**config.mk**
```make
export PLATFORM = sky130hd
export DESIGN_NAME = sync_word_frame_receiver_crc8
export DESIGN_NICKNAME = d
export VERILOG_FILES = /design/src/hw/rtl/swfr_pkg.sv /design/src/hw/rtl/swfr_cfg_regs.sv /design/src/hw/rtl/swfr_deframer.sv /design/src/hw/rtl/swfr_out_stage.sv /design/src/hw/rtl/sync_word_frame_receiver_crc8.sv
export VERILOG_INCLUDE_DIRS = /design/src /design/src/hw/rtl
export SDC_FILE = /design/constraint.sdc
export NUM_CORES = 1
export LEC_CHECK = 0
export ABC_AREA = 1
export BUFFER_PORTS_ARGS = -buffer_cell sky130_fd_sc_hd__buf_2
export CAP_MARGIN = 30
export CORE_MARGIN = 8
export CORE_UTILIZATION = 61
export CTS_CLUSTER_SIZE = 40
export DETAILED_ROUTE_END_ITERATION = 6
export PLACE_DENSITY = 0.92
export SLEW_MARGIN = 30
export SYNTH_ARGS = -nofsm -noshare
export SYNTH_HDL_FRONTEND = slang
export SYNTH_SLANG_ARGS = --single-unit
```
**constraint.sdc**
```tcl
create_clock -name clk -period 3.8 [get_ports clk]
set_input_delay 0.38 -clock clk [delete_from_list [all_inputs] [get_ports clk]]
set_output_delay 0.38 -clock clk [all_outputs]
set_load 0.05 [all_outputs]
```
**src/hw/rtl/sync_word_frame_receiver_crc8_defines.svh**
```systemverilog
// ---------------------------------------------------------------------------
// Assertion macros for the sync-word frame receiver
// Shared concurrent assertion forms, clocked on the rising edge and
// disabled while the asynchronous reset is asserted.
// ---------------------------------------------------------------------------
`ifndef SYNC_WORD_FRAME_RECEIVER_CRC8_DEFINES_SVH
`define SYNC_WORD_FRAME_RECEIVER_CRC8_DEFINES_SVH

// Consequent must hold in the same cycle as the antecedent.
`define SWFR_ASSERT_SAME(label, clock, rstn, ante, cons) \
	label: assert property (@(posedge clock) disable iff (!rstn) (ante) |-> (cons)) \
		else $error("swfr assertion failed");

// Consequent must hold in the cycle after the antecedent.
`define SWFR_ASSERT_NEXT(label, clock, rstn, ante, cons) \
	label: assert property (@(posedge clock) disable iff (!rstn) (ante) |=> (cons)) \
		else $error("swfr assertion failed");

`endif

```
**src/hw/rtl/swfr_pkg.sv**
```systemverilog
// ---------------------------------------------------------------------------
// swfr_pkg
// Types, constants and the CRC-8 step shared by the frame receiver modules.
// ---------------------------------------------------------------------------
package swfr_pkg;

	localparam int MAX_PAYLOAD = 1024;

	// Length register saturates at MAX_PAYLOAD + 1.
	localparam int LEN_W = $clog2(MAX_PAYLOAD + 2);
	// Frame byte position reaches MAX_PAYLOAD + 25 at the last stop byte.
	localparam int POS_W = $clog2(MAX_PAYLOAD + 27);
	localparam int ACC_W = LEN_W + 8;

	localparam int IDX_W    = 10;
	localparam int FLEN_W   = 11;
	localparam int CFG_IDX_W = 3;
	localparam int CFG_DATA_W = 32;
	localparam int TDATA_W  = 40;

	// Frame byte positions, start pattern counted as bytes one to eight.
	localparam logic [POS_W-1:0] POS_WINDOW_FULL = POS_W'(8);
	localparam logic [POS_W-1:0] POS_VER_MAJOR   = POS_W'(9);
	localparam logic [POS_W-1:0] POS_VER_MINOR   = POS_W'(10);
	localparam logic [POS_W-1:0] POS_SENDER      = POS_W'(11);
	localparam logic [POS_W-1:0] POS_DEST        = POS_W'(12);
	localparam logic [POS_W-1:0] POS_LEN_LAST    = POS_W'(16);
	localparam logic [POS_W-1:0] POS_CRC_BASE    = POS_W'(17);
	localparam logic [POS_W-1:0] POS_STOP_BASE   = POS_W'(25);

	localparam logic [7:0] CRC8_POLY_REFL = 8'h8C;

	typedef enum logic [CFG_IDX_W-1:0] {
		REG_START_HIGH = 3'd0,
		REG_START_LOW  = 3'd1,
		REG_STOP_HIGH  = 3'd2,
		REG_STOP_LOW   = 3'd3,
		REG_VER_MAJOR  = 3'd4,
		REG_VER_MINOR  = 3'd5,
		REG_OWN_ADDR   = 3'd6
	} reg_index_t;

	localparam logic [31:0] RST_START_HIGH = 32'h314E3752;
	localparam logic [31:0] RST_START_LOW  = 32'h4F494E6D;
	localparam logic [31:0] RST_STOP_HIGH  = 32'h527B4439;
	localparam logic [31:0] RST_STOP_LOW   = 32'h38563839;
	localparam logic [7:0]  RST_VER_MAJOR  = 8'd48;
	localparam logic [7:0]  RST_VER_MINOR  = 8'd49;
	localparam logic [7:0]  RST_OWN_ADDR   = 8'd1;

	typedef enum logic [2:0] {
		ST_GOOD         = 3'd0,
		ST_BAD_VERSION  = 3'd1,
		ST_WRONG_ADDR   = 3'd2,
		ST_TOO_LONG     = 3'd3,
		ST_CRC_MISMATCH = 3'd4,
		ST_BAD_STOP     = 3'd5
	} status_t;

	typedef struct packed {
		logic [63:0] start_pattern;
		logic [63:0] stop_pattern;
		logic [7:0]  version_major;
		logic [7:0]  version_minor;
		logic [7:0]  own_address;
	} cfg_t;

	typedef struct packed {
		logic              payload_valid;
		logic [7:0]        payload_byte;
		logic [IDX_W-1:0]  payload_index;
		logic              frame_end;
		status_t           frame_status;
		logic [FLEN_W-1:0] frame_length;
		logic [7:0]        sender_address;
	} result_t;

	// One byte of reflected CRC-8 (Maxim), eight shift steps.
	function automatic logic [7:0] crc8_step(input logic [7:0] crc, input logic [7:0] b);
		logic [7:0] c;
		c = crc ^ b;
		for (int i = 0; i < 8; i++) begin
			c = c[0] ? ((c >> 1) ^ CRC8_POLY_REFL) : (c >> 1);
		end
		return c;
	endfunction

endpackage

```
**src/hw/rtl/swfr_cfg_regs.sv**
```systemverilog
// ---------------------------------------------------------------------------
// swfr_cfg_regs
// Configuration register file: patterns, expected version and own address.
// ---------------------------------------------------------------------------
module swfr_cfg_regs (
	input  logic                           clk,
	input  logic                           arst_n,
	input  logic                           wr_en,
	input  logic [swfr_pkg::CFG_IDX_W-1:0] wr_index,
	input  logic [swfr_pkg::CFG_DATA_W-1:0] wr_data,
	output swfr_pkg::cfg_t                 cfg
);
	import swfr_pkg::*;

	cfg_t cfg_q;

	always_ff @(posedge clk or negedge arst_n) begin
		if (!arst_n) begin
			cfg_q.start_pattern <= {RST_START_HIGH, RST_START_LOW};
			cfg_q.stop_pattern  <= {RST_STOP_HIGH, RST_STOP_LOW};
			cfg_q.version_major <= RST_VER_MAJOR;
			cfg_q.version_minor <= RST_VER_MINOR;
			cfg_q.own_address   <= RST_OWN_ADDR;
		end else if (wr_en) begin
			unique case (wr_index)
				REG_START_HIGH: cfg_q.start_pattern[63:32] <= wr_data;
				REG_START_LOW:  cfg_q.start_pattern[31:0]  <= wr_data;
				REG_STOP_HIGH:  cfg_q.stop_pattern[63:32]  <= wr_data;
				REG_STOP_LOW:   cfg_q.stop_pattern[31:0]   <= wr_data;
				REG_VER_MAJOR:  cfg_q.version_major <= wr_data[7:0];
				REG_VER_MINOR:  cfg_q.version_minor <= wr_data[7:0];
				REG_OWN_ADDR:   cfg_q.own_address   <= wr_data[7:0];
				default: ;
			endcase
		end
	end

	assign cfg = cfg_q;

endmodule

```
**src/hw/rtl/swfr_deframer.sv**
```systemverilog
// ---------------------------------------------------------------------------
// swfr_deframer
// Frame state and the per-byte decision logic: hunt, header checks, length,
// cut-through payload with CRC-8, CRC byte and stop pattern.
// ---------------------------------------------------------------------------
module swfr_deframer (
	input  logic              clk,
	input  logic              arst_n,
	input  logic              advance,
	input  logic [7:0]        rx_byte,
	input  swfr_pkg::cfg_t    cfg,
	output swfr_pkg::result_t res
);
	import swfr_pkg::*;

	logic [63:0]      window_q, window_n, window_sh;
	logic [POS_W-1:0] pos_q, pos_n, pos_inc;
	logic             locked_q, locked_n;
	logic [LEN_W-1:0] len_q, len_n;
	logic [7:0]       crc_q, crc_n, crc_rx_q, crc_rx_n;
	logic [7:0]       sender_q, sender_n, ver_q, ver_n;
	logic [ACC_W-1:0] acc;
	logic [LEN_W-1:0] acc_sat;
	logic [POS_W-1:0] pay_last, crc_pos, stop_pos, pay_off;

	always_comb begin
		window_sh = {window_q[55:0], rx_byte};
		pos_inc   = pos_q + POS_W'(1);
		acc       = {len_q, rx_byte};
		acc_sat   = (acc > ACC_W'(MAX_PAYLOAD)) ? LEN_W'(MAX_PAYLOAD + 1) : acc[LEN_W-1:0];
		pay_last  = POS_LEN_LAST + POS_W'(len_q);
		crc_pos   = POS_CRC_BASE + POS_W'(len_q);
		stop_pos  = POS_STOP_BASE + POS_W'(len_q);
		pay_off   = pos_inc - POS_CRC_BASE;

		window_n = window_sh;
		pos_n    = pos_q;
		locked_n = locked_q;
		len_n    = len_q;
		crc_n    = crc_q;
		crc_rx_n = crc_rx_q;
		sender_n = sender_q;
		ver_n    = ver_q;
		res      = '0;

		if (!locked_q) begin
			if (pos_q < POS_WINDOW_FULL) pos_n = pos_inc;
			if ((pos_q >= POS_WINDOW_FULL - POS_W'(1)) && (window_sh == cfg.start_pattern)) begin
				locked_n = 1'b1;
			end
		end else begin
			pos_n = pos_inc;
			priority if (pos_inc == POS_VER_MAJOR) begin
				ver_n = rx_byte;
			end else if (pos_inc == POS_VER_MINOR) begin
				if (ver_q != cfg.version_major || rx_byte != cfg.version_minor) begin
					res.frame_end    = 1'b1;
					res.frame_status = ST_BAD_VERSION;
				end
			end else if (pos_inc == POS_SENDER) begin
				sender_n = rx_byte;
			end else if (pos_inc == POS_DEST) begin
				if (rx_byte != cfg.own_address) begin
					res.frame_end      = 1'b1;
					res.frame_status   = ST_WRONG_ADDR;
					res.sender_address = sender_q;
				end
			end else if (pos_inc <= POS_LEN_LAST) begin
				len_n = acc_sat;
				if (pos_inc == POS_LEN_LAST && acc > ACC_W'(MAX_PAYLOAD)) begin
					res.frame_end      = 1'b1;
					res.frame_status   = ST_TOO_LONG;
					res.sender_address = sender_q;
				end
			end else if (pos_inc <= pay_last) begin
				res.payload_valid = 1'b1;
				res.payload_byte  = rx_byte;
				res.payload_index = pay_off[IDX_W-1:0];
				crc_n = crc8_step(crc_q, rx_byte);
			end else if (pos_inc == crc_pos) begin
				crc_rx_n = rx_byte;
			end else if (pos_inc >= stop_pos) begin
				res.frame_end      = 1'b1;
				res.frame_length   = FLEN_W'(len_q);
				res.sender_address = sender_q;
				if (window_sh != cfg.stop_pattern) res.frame_status = ST_BAD_STOP;
				else if (crc_q != crc_rx_q)         res.frame_status = ST_CRC_MISMATCH;
				else                                res.frame_status = ST_GOOD;
			end else begin
				// Between the CRC byte and the last stop byte: only the window and position move.
			end
			if (res.frame_end) begin
				window_n = '0;
				pos_n    = '0;
				locked_n = 1'b0;
				len_n    = '0;
				crc_n    = '0;
				crc_rx_n = '0;
				sender_n = '0;
				ver_n    = '0;
			end
		end
	end

	always_ff @(posedge clk or negedge arst_n) begin
		if (!arst_n) begin
			window_q <= '0;
			pos_q    <= '0;
			locked_q <= 1'b0;
			len_q    <= '0;
			crc_q    <= '0;
			crc_rx_q <= '0;
			sender_q <= '0;
			ver_q    <= '0;
		end else if (advance) begin
			window_q <= window_n;
			pos_q    <= pos_n;
			locked_q <= locked_n;
			len_q    <= len_n;
			crc_q    <= crc_n;
			crc_rx_q <= crc_rx_n;
			sender_q <= sender_n;
			ver_q    <= ver_n;
		end
	end

endmodule

```
**src/hw/rtl/swfr_out_stage.sv**
```systemverilog
// ---------------------------------------------------------------------------
// swfr_out_stage
// Result register driving the master-side stream channel.
// ---------------------------------------------------------------------------
module swfr_out_stage (
	input  logic                         clk,
	input  logic                         arst_n,
	input  logic                         load,
	input  swfr_pkg::result_t            res,
	input  logic                         m_tready,
	output logic                         m_tvalid,
	output logic [swfr_pkg::TDATA_W-1:0] m_tdata,
	output logic                         m_tuser,
	output logic                         m_tlast
);
	import swfr_pkg::*;

	logic    valid_s2;
	result_t res_s2;

	always_ff @(posedge clk or negedge arst_n) begin
		if (!arst_n) begin
			valid_s2 <= 1'b0;
		end else if (load) begin
			valid_s2 <= 1'b1;
		end else if (m_tready) begin
			valid_s2 <= 1'b0;
		end
	end

	always_ff @(posedge clk) begin
		if (load) res_s2 <= res;
	end

	assign m_tvalid = valid_s2;
	assign m_tuser  = res_s2.payload_valid;
	assign m_tlast  = res_s2.frame_end;
	assign m_tdata  = {res_s2.sender_address, res_s2.frame_length, res_s2.frame_status,
		res_s2.payload_index, res_s2.payload_byte};

endmodule

```
**src/hw/rtl/sync_word_frame_receiver_crc8.sv**
```systemverilog
// ---------------------------------------------------------------------------
// sync_word_frame_receiver_crc8
// Sync-word deframer with header checks, cut-through payload and CRC-8.
// ---------------------------------------------------------------------------
// The receiver takes one byte of a serial stream per word and returns exactly
// one result word for every byte taken, through the input register and the
// result register. It sustains one byte per clock unless the output stalls:
// each byte needs only one 64-bit window compare, one header or length step
// and one CRC-8 byte step, done combinationally between the two registers.
// While hunting it slides an eight-byte window over the stream and
// locks when the window matches the start pattern (never before eight bytes
// have been seen since reset or the last frame end). It then checks the two
// version bytes, records the sender byte, checks the destination byte against
// own_address, reads a big-endian 32-bit payload length, streams the payload
// out with its index (tuser high), takes the CRC byte and finally checks the
// eight-byte stop pattern. Every termination, good or aborted, is a word with
// tlast high carrying the status; the block then hunts again with its frame
// state cleared. Bad stop wins over a CRC mismatch. Lengths above 1024 abort
// with status "too long". Configuration may only be written while the block
// is idle; the configuration channel is always ready.
// ---------------------------------------------------------------------------
module sync_word_frame_receiver_crc8 (
	input  logic                            clk,
	input  logic                            arst_n,
	// Slave side: tdata[7:0] rx_byte
	input  logic                            s_tvalid,
	output logic                            s_tready,
	input  logic [7:0]                      s_tdata,
	// Master side: tdata[7:0] payload_byte, [17:8] payload_index,
	// [20:18] frame_status, [31:21] frame_length, [39:32] sender_address
	output logic                            m_tvalid,
	input  logic                            m_tready,
	output logic [swfr_pkg::TDATA_W-1:0]    m_tdata,
	// tuser[0] payload_valid
	output logic                            m_tuser,
	// tlast is frame_end
	output logic                            m_tlast,
	// Configuration write channel
	input  logic                            cfg_valid,
	output logic                            cfg_ready,
	input  logic [swfr_pkg::CFG_IDX_W-1:0]  cfg_index,
	input  logic [swfr_pkg::CFG_DATA_W-1:0] cfg_data
);
	import swfr_pkg::*;
	`include "sync_word_frame_receiver_crc8_defines.svh"

	cfg_t    cfg;
	result_t res;
	logic    valid_s1;
	logic [7:0] byte_s1;
	logic    advance;

	assign cfg_ready = 1'b1;

	swfr_cfg_regs u_cfg (
		.clk      (clk),
		.arst_n   (arst_n),
		.wr_en    (cfg_valid && cfg_ready),
		.wr_index (cfg_index),
		.wr_data  (cfg_data),
		.cfg      (cfg)
	);

	// The byte in the input register moves on whenever the result register
	// is empty or is being emptied in this cycle; the input register can then
	// take the next word in the same cycle.
	assign advance  = valid_s1 && (!m_tvalid || m_tready);
	assign s_tready = !valid_s1 || advance;

	always_ff @(posedge clk or negedge arst_n) begin
		if (!arst_n) begin
			valid_s1 <= 1'b0;
		end else if (s_tready) begin
			valid_s1 <= s_tvalid;
		end
	end

	always_ff @(posedge clk) begin
		if (s_tvalid && s_tready) byte_s1 <= s_tdata;
	end

	swfr_deframer u_deframer (
		.clk     (clk),
		.arst_n  (arst_n),
		.advance (advance),
		.rx_byte (byte_s1),
		.cfg     (cfg),
		.res     (res)
	);

	swfr_out_stage u_out (
		.clk      (clk),
		.arst_n   (arst_n),
		.load     (advance),
		.res      (res),
		.m_tready (m_tready),
		.m_tvalid (m_tvalid),
		.m_tdata  (m_tdata),
		.m_tuser  (m_tuser),
		.m_tlast  (m_tlast)
	);

	// A payload word never also ends a frame.
	`SWFR_ASSERT_SAME(a_payload_not_end, clk, arst_n, m_tvalid && m_tuser, !m_tlast)
	// Status and length are zero on any word that does not end a frame.
	`SWFR_ASSERT_SAME(a_status_only_at_end, clk, arst_n, m_tvalid && !m_tlast,
		m_tdata[31:18] == 14'd0)
	// A held byte with a stalled, full result register blocks the input.
	`SWFR_ASSERT_SAME(a_full_blocks_input, clk, arst_n, valid_s1 && m_tvalid && !m_tready,
		!s_tready)
	// A byte moved on always shows up as a result word in the next cycle.
	`SWFR_ASSERT_NEXT(a_advance_gives_result, clk, arst_n, advance, m_tvalid)

endmodule
```
==> impl_metrics.json <==
{
  "nNetsFinal": 1949,
  "p_sw_share_pct": 33.5,
  "drive_gt1_share_pct": 18.2,
  "avgSynthCellArea_um2": 9.13,
  "place.gp.congestion": 1.01,
  "utilization_pct": 70.4,
  "track_usage_pct": 29.8,
  "grt_antenna_before_repair": 0,
  "combPwrFrac_pct": 22.0,
  "grt_max_degree": 123,
  "r2r_start": "u_deframer.pos_q[1]$_DFFE_PN0P_",
  "rsz0062_at_grt": "true",
  "num_io_pins": 93,
  "p_leak_nw": 8.48,
  "cts.sinks": 315,
  "synth_cell_type_count": 49,
  "drv_slew": 0,
  "drc": 19,
  "grt_pass1_vias": 13494,
  "worst_hold_slack_ns": 0.0669,
  "root_buffer": "clkbuf_16",
  "place_inst": 2156,
  "hp-class": "in2reg",
  "synth_cells": 1757,
  "htree_num_levels": 1,
  "crit_arrival_ns": 4.00,
  "yosysWarnings": 0,
  "ys_seq_area_share_pct": 51.2,
  "power_frac_seq_pct": 47.4,
  "via_per_inst": 6.25,
  "dp_slack_ns": 0.127,
  "num_vias": 13918,
  "setup_slack_ns": 0.272,
  "violations": "DRC",
  "irDropWorstVdd_uv": 520,
  "synthArstFlopShare_pct": 84.1,
  "synth_edf_count": 50,
  "layout_commonest_cell": "nand2_1",
  "layout.cells.non_filler": 2228,
  "area_growth_pct": 13.7,
  "cap_viol_max_count": 0,
  "fin_setup_tns_ns": 0,
  "grt_pass1_wl_mm": 74.3,
  "die_w_um": 178,
  "crit_fanout": 22,
  "status": "finished with violations",
  "p_sw_w": 0.00342,
  "cts_buffers": 31,
  "p_per_area_nw_per_um2": 560,
  "antenna_left": 0,
  "clock_power_share_pct": 30.6,
  "fin_crit_sh_pct": 92.9,
  "dieArea_um2": 31700,
  "maxSlewHeadroom_pct": 44.2,
  "fin_crit_ns": 3.53,
  "io_buffers": 91,
  "min_from": "s_tvalid",
  "synth_flop_cell": "dfrtp_1",
  "tritoncts": "built",
  "drt_iter0_drc": 1849,
  "netlist_area_um2": 16000,
  "cts_max_path_buffers": 3,
  "clock_latency_ns": 0.57,
  "clk_pin_slew_ns": 0.06,
  "postSynthNetCount": 1837,
  "diodes": 0,
  "worstSetupPathType": "reg2reg",
  "dp_hpwl_mm": 32.3,
  "routed_wl_mm": 48.0,
  "core_area_um2": 25900,
  "clock_skew_ns": 0.0194,
  "layout_common_cells": "nand2_1 (383), o21ai_0 (198), dfrtp_1 (196), inv_1 (133), nand3_1 (94)",
  "setup_viol": 0,
  "start_util_pct": 61.9,
  "drtPass1Iterations": 7,
  "p_int_w": 0.00680,
  "tightest_slew_ns": 0.837,
  "end_kind": "flip-flop",
  "crit_path_start_kind": "flip-flop",
  "fmax_mhz": 283,
  "finalHoldViolCount": 0,
  "die_h_um": 178,
  "required_ns": 4.27,
  "post_drt_wl_per_cell_um": 21.5,
  "ys_seq_elements": 315,
  "grt_overflow": 0,
  "num_rows": 59,
  "crit_start": "u_deframer.pos_q[1]$_DFFE_PN0P_"
}
repair_timing:
item | CTS | global route
setup buffers | 0 | 5
hold buffers | 8 | 1
endpoints found under the setup margin | 0 | 115
gates resized for setup | 0 | 22
endpoints found under the hold margin | 93 | 1
area by class of cell:
type                       count  area (um^2)
sequential                   315         8220
fill                        1775         7660
multi-input combinational   1219         7030
timing repair buffer         150          980
clock buffer                  47          916
inverter                     152          577
tap                          335          419
clock inverter                10          110
state kept, by name (all words and copies together) (netlist names):
| name | flops |
|---|---|
| u_deframer.len_q | 11 |
| u_deframer.crc_q | 8 |
| u_deframer.pos_q | 11 |
| u_out.m_tdata | 40 |
| u_deframer.sender_q | 8 |
| byte_s1 | 8 |
| u_cfg.cfg | 152 |
| u_out.m_tvalid | 1 |
| u_deframer.window_q | 56 |
| u_deframer.locked_q | 1 |
| u_out.m_tuser | 1 |
| u_deframer.ver_q | 8 |
| valid_s1 | 1 |
| u_out.m_tlast | 1 |
| u_deframer.crc_rx_q | 8 |
power groups by stage:
stage	clock network, W	registers, W	logic, W
floorplan	0	0.00480	0.00137
global placement	0	0.00480	0.00204
detailed placement	0	0.00484	0.00213
CTS	0.00311	0.00480	0.00219
global route	0.00324	0.00488	0.00243
finish	0.00313	0.00485	0.00225
final timing paths:
| path | endpoint | slack (ns) | cells after the start |
|---|---|---|---|
| min in group asynchronous | u_cfg.cfg[65]$_DFFE_PN0P_ | 0.27 | 2 |
| max in group asynchronous | u_cfg.cfg[148]$_DFFE_PN1P_ | 2.34 | 4 |
| setup reg to reg | u_deframer.window_q[38]$_DFFE_PN0P_ | 0.27 | 17 |
| setup / recovery | u_deframer.window_q[38]$_DFFE_PN0P_ | 0.27 | 17 |
| hold reg to reg | u_deframer.sender_q[2]$_DFFE_PN0P_ | 0.49 | 2 |
| hold / removal | valid_s1$_DFFE_PN0N_ | 0.07 | 3 |
worst max-delay path, stage by stage (launching register included):
cell and delay [ns]:
dfrtp_2 0.42, ha_2 0.25, nand3_2 0.14, inv_2 0.12, nand2_1 0.09, o21ai_2 0.22, nand2_4 0.13, ha_1 0.35
nand2_1 0.11, nor2_1 0.05, a211oi_1 0.17, nand4_1 0.24, nand3_2 0.18, nand3_4 0.18, nand2_4 0.17, buf_4 0.31
nand3_1 0.18, o21ai_0 0.13
Yosys cell counts (13+ instances only):
library cell | count | area, um^2
buf_2 | 20 | 100
nand2_1 | 391 | 1470
o21ai_0 | 199 | 996
o22ai_1 | 18 | 113
o31ai_1 | 13 | 97.6
ha_1 | 32 | 400
xnor2_1 | 88 | 771
a21oi_1 | 37 | 185
edfxtp_1 | 50 | 1500
dfrtp_1 | 198 | 4950
xor2_1 | 87 | 762
nor4_1 | 20 | 125
nor2_1 | 81 | 304
nand4_1 | 49 | 307
clkbuf_1 | 43 | 161
nand3_1 | 96 | 480
inv_1 | 134 | 503
dfstp_2 | 67 | 1760
o31ai_2 | 20 | 250
per-stage QoR:
stage	instance area (um^2)	total power, W
floorplan	16000	0.00617
global placement	17000	0.00684
detailed placement	17000	0.00696
CTS	18100	0.0101
global route	18200	0.0105
finish	18200	0.0102
per-layer routing:
metal / GRT usage, % / share of wire, % / vias to the layer above / wire (um)
li1: - / - / 6092 / -
met1: 37.5 / 37 / 6641 / 17800
met2: 48.8 / 47 / 952 / 22600
met3: 5.57 / 10 / 233 / 4860
met4: 15.0 / 5.8 / 0 / 2790
met5: 0 / 0 / - / 0
logic make-up after synthesis:
| group | synth area share [%] |
|---|---|
| AOI/OAI and AO/OA | 12.0 |
| xor gates and xnor gates | 9.55 |
| adders and majority gates | 2.50 |
| buffers and inverters | 5.56 |
| DFF | 51.2 |
| other | 0.0234 |
| and+or+nand+nor | 19.1 |
No activity file was read; power rests on OpenSTA's default activity.
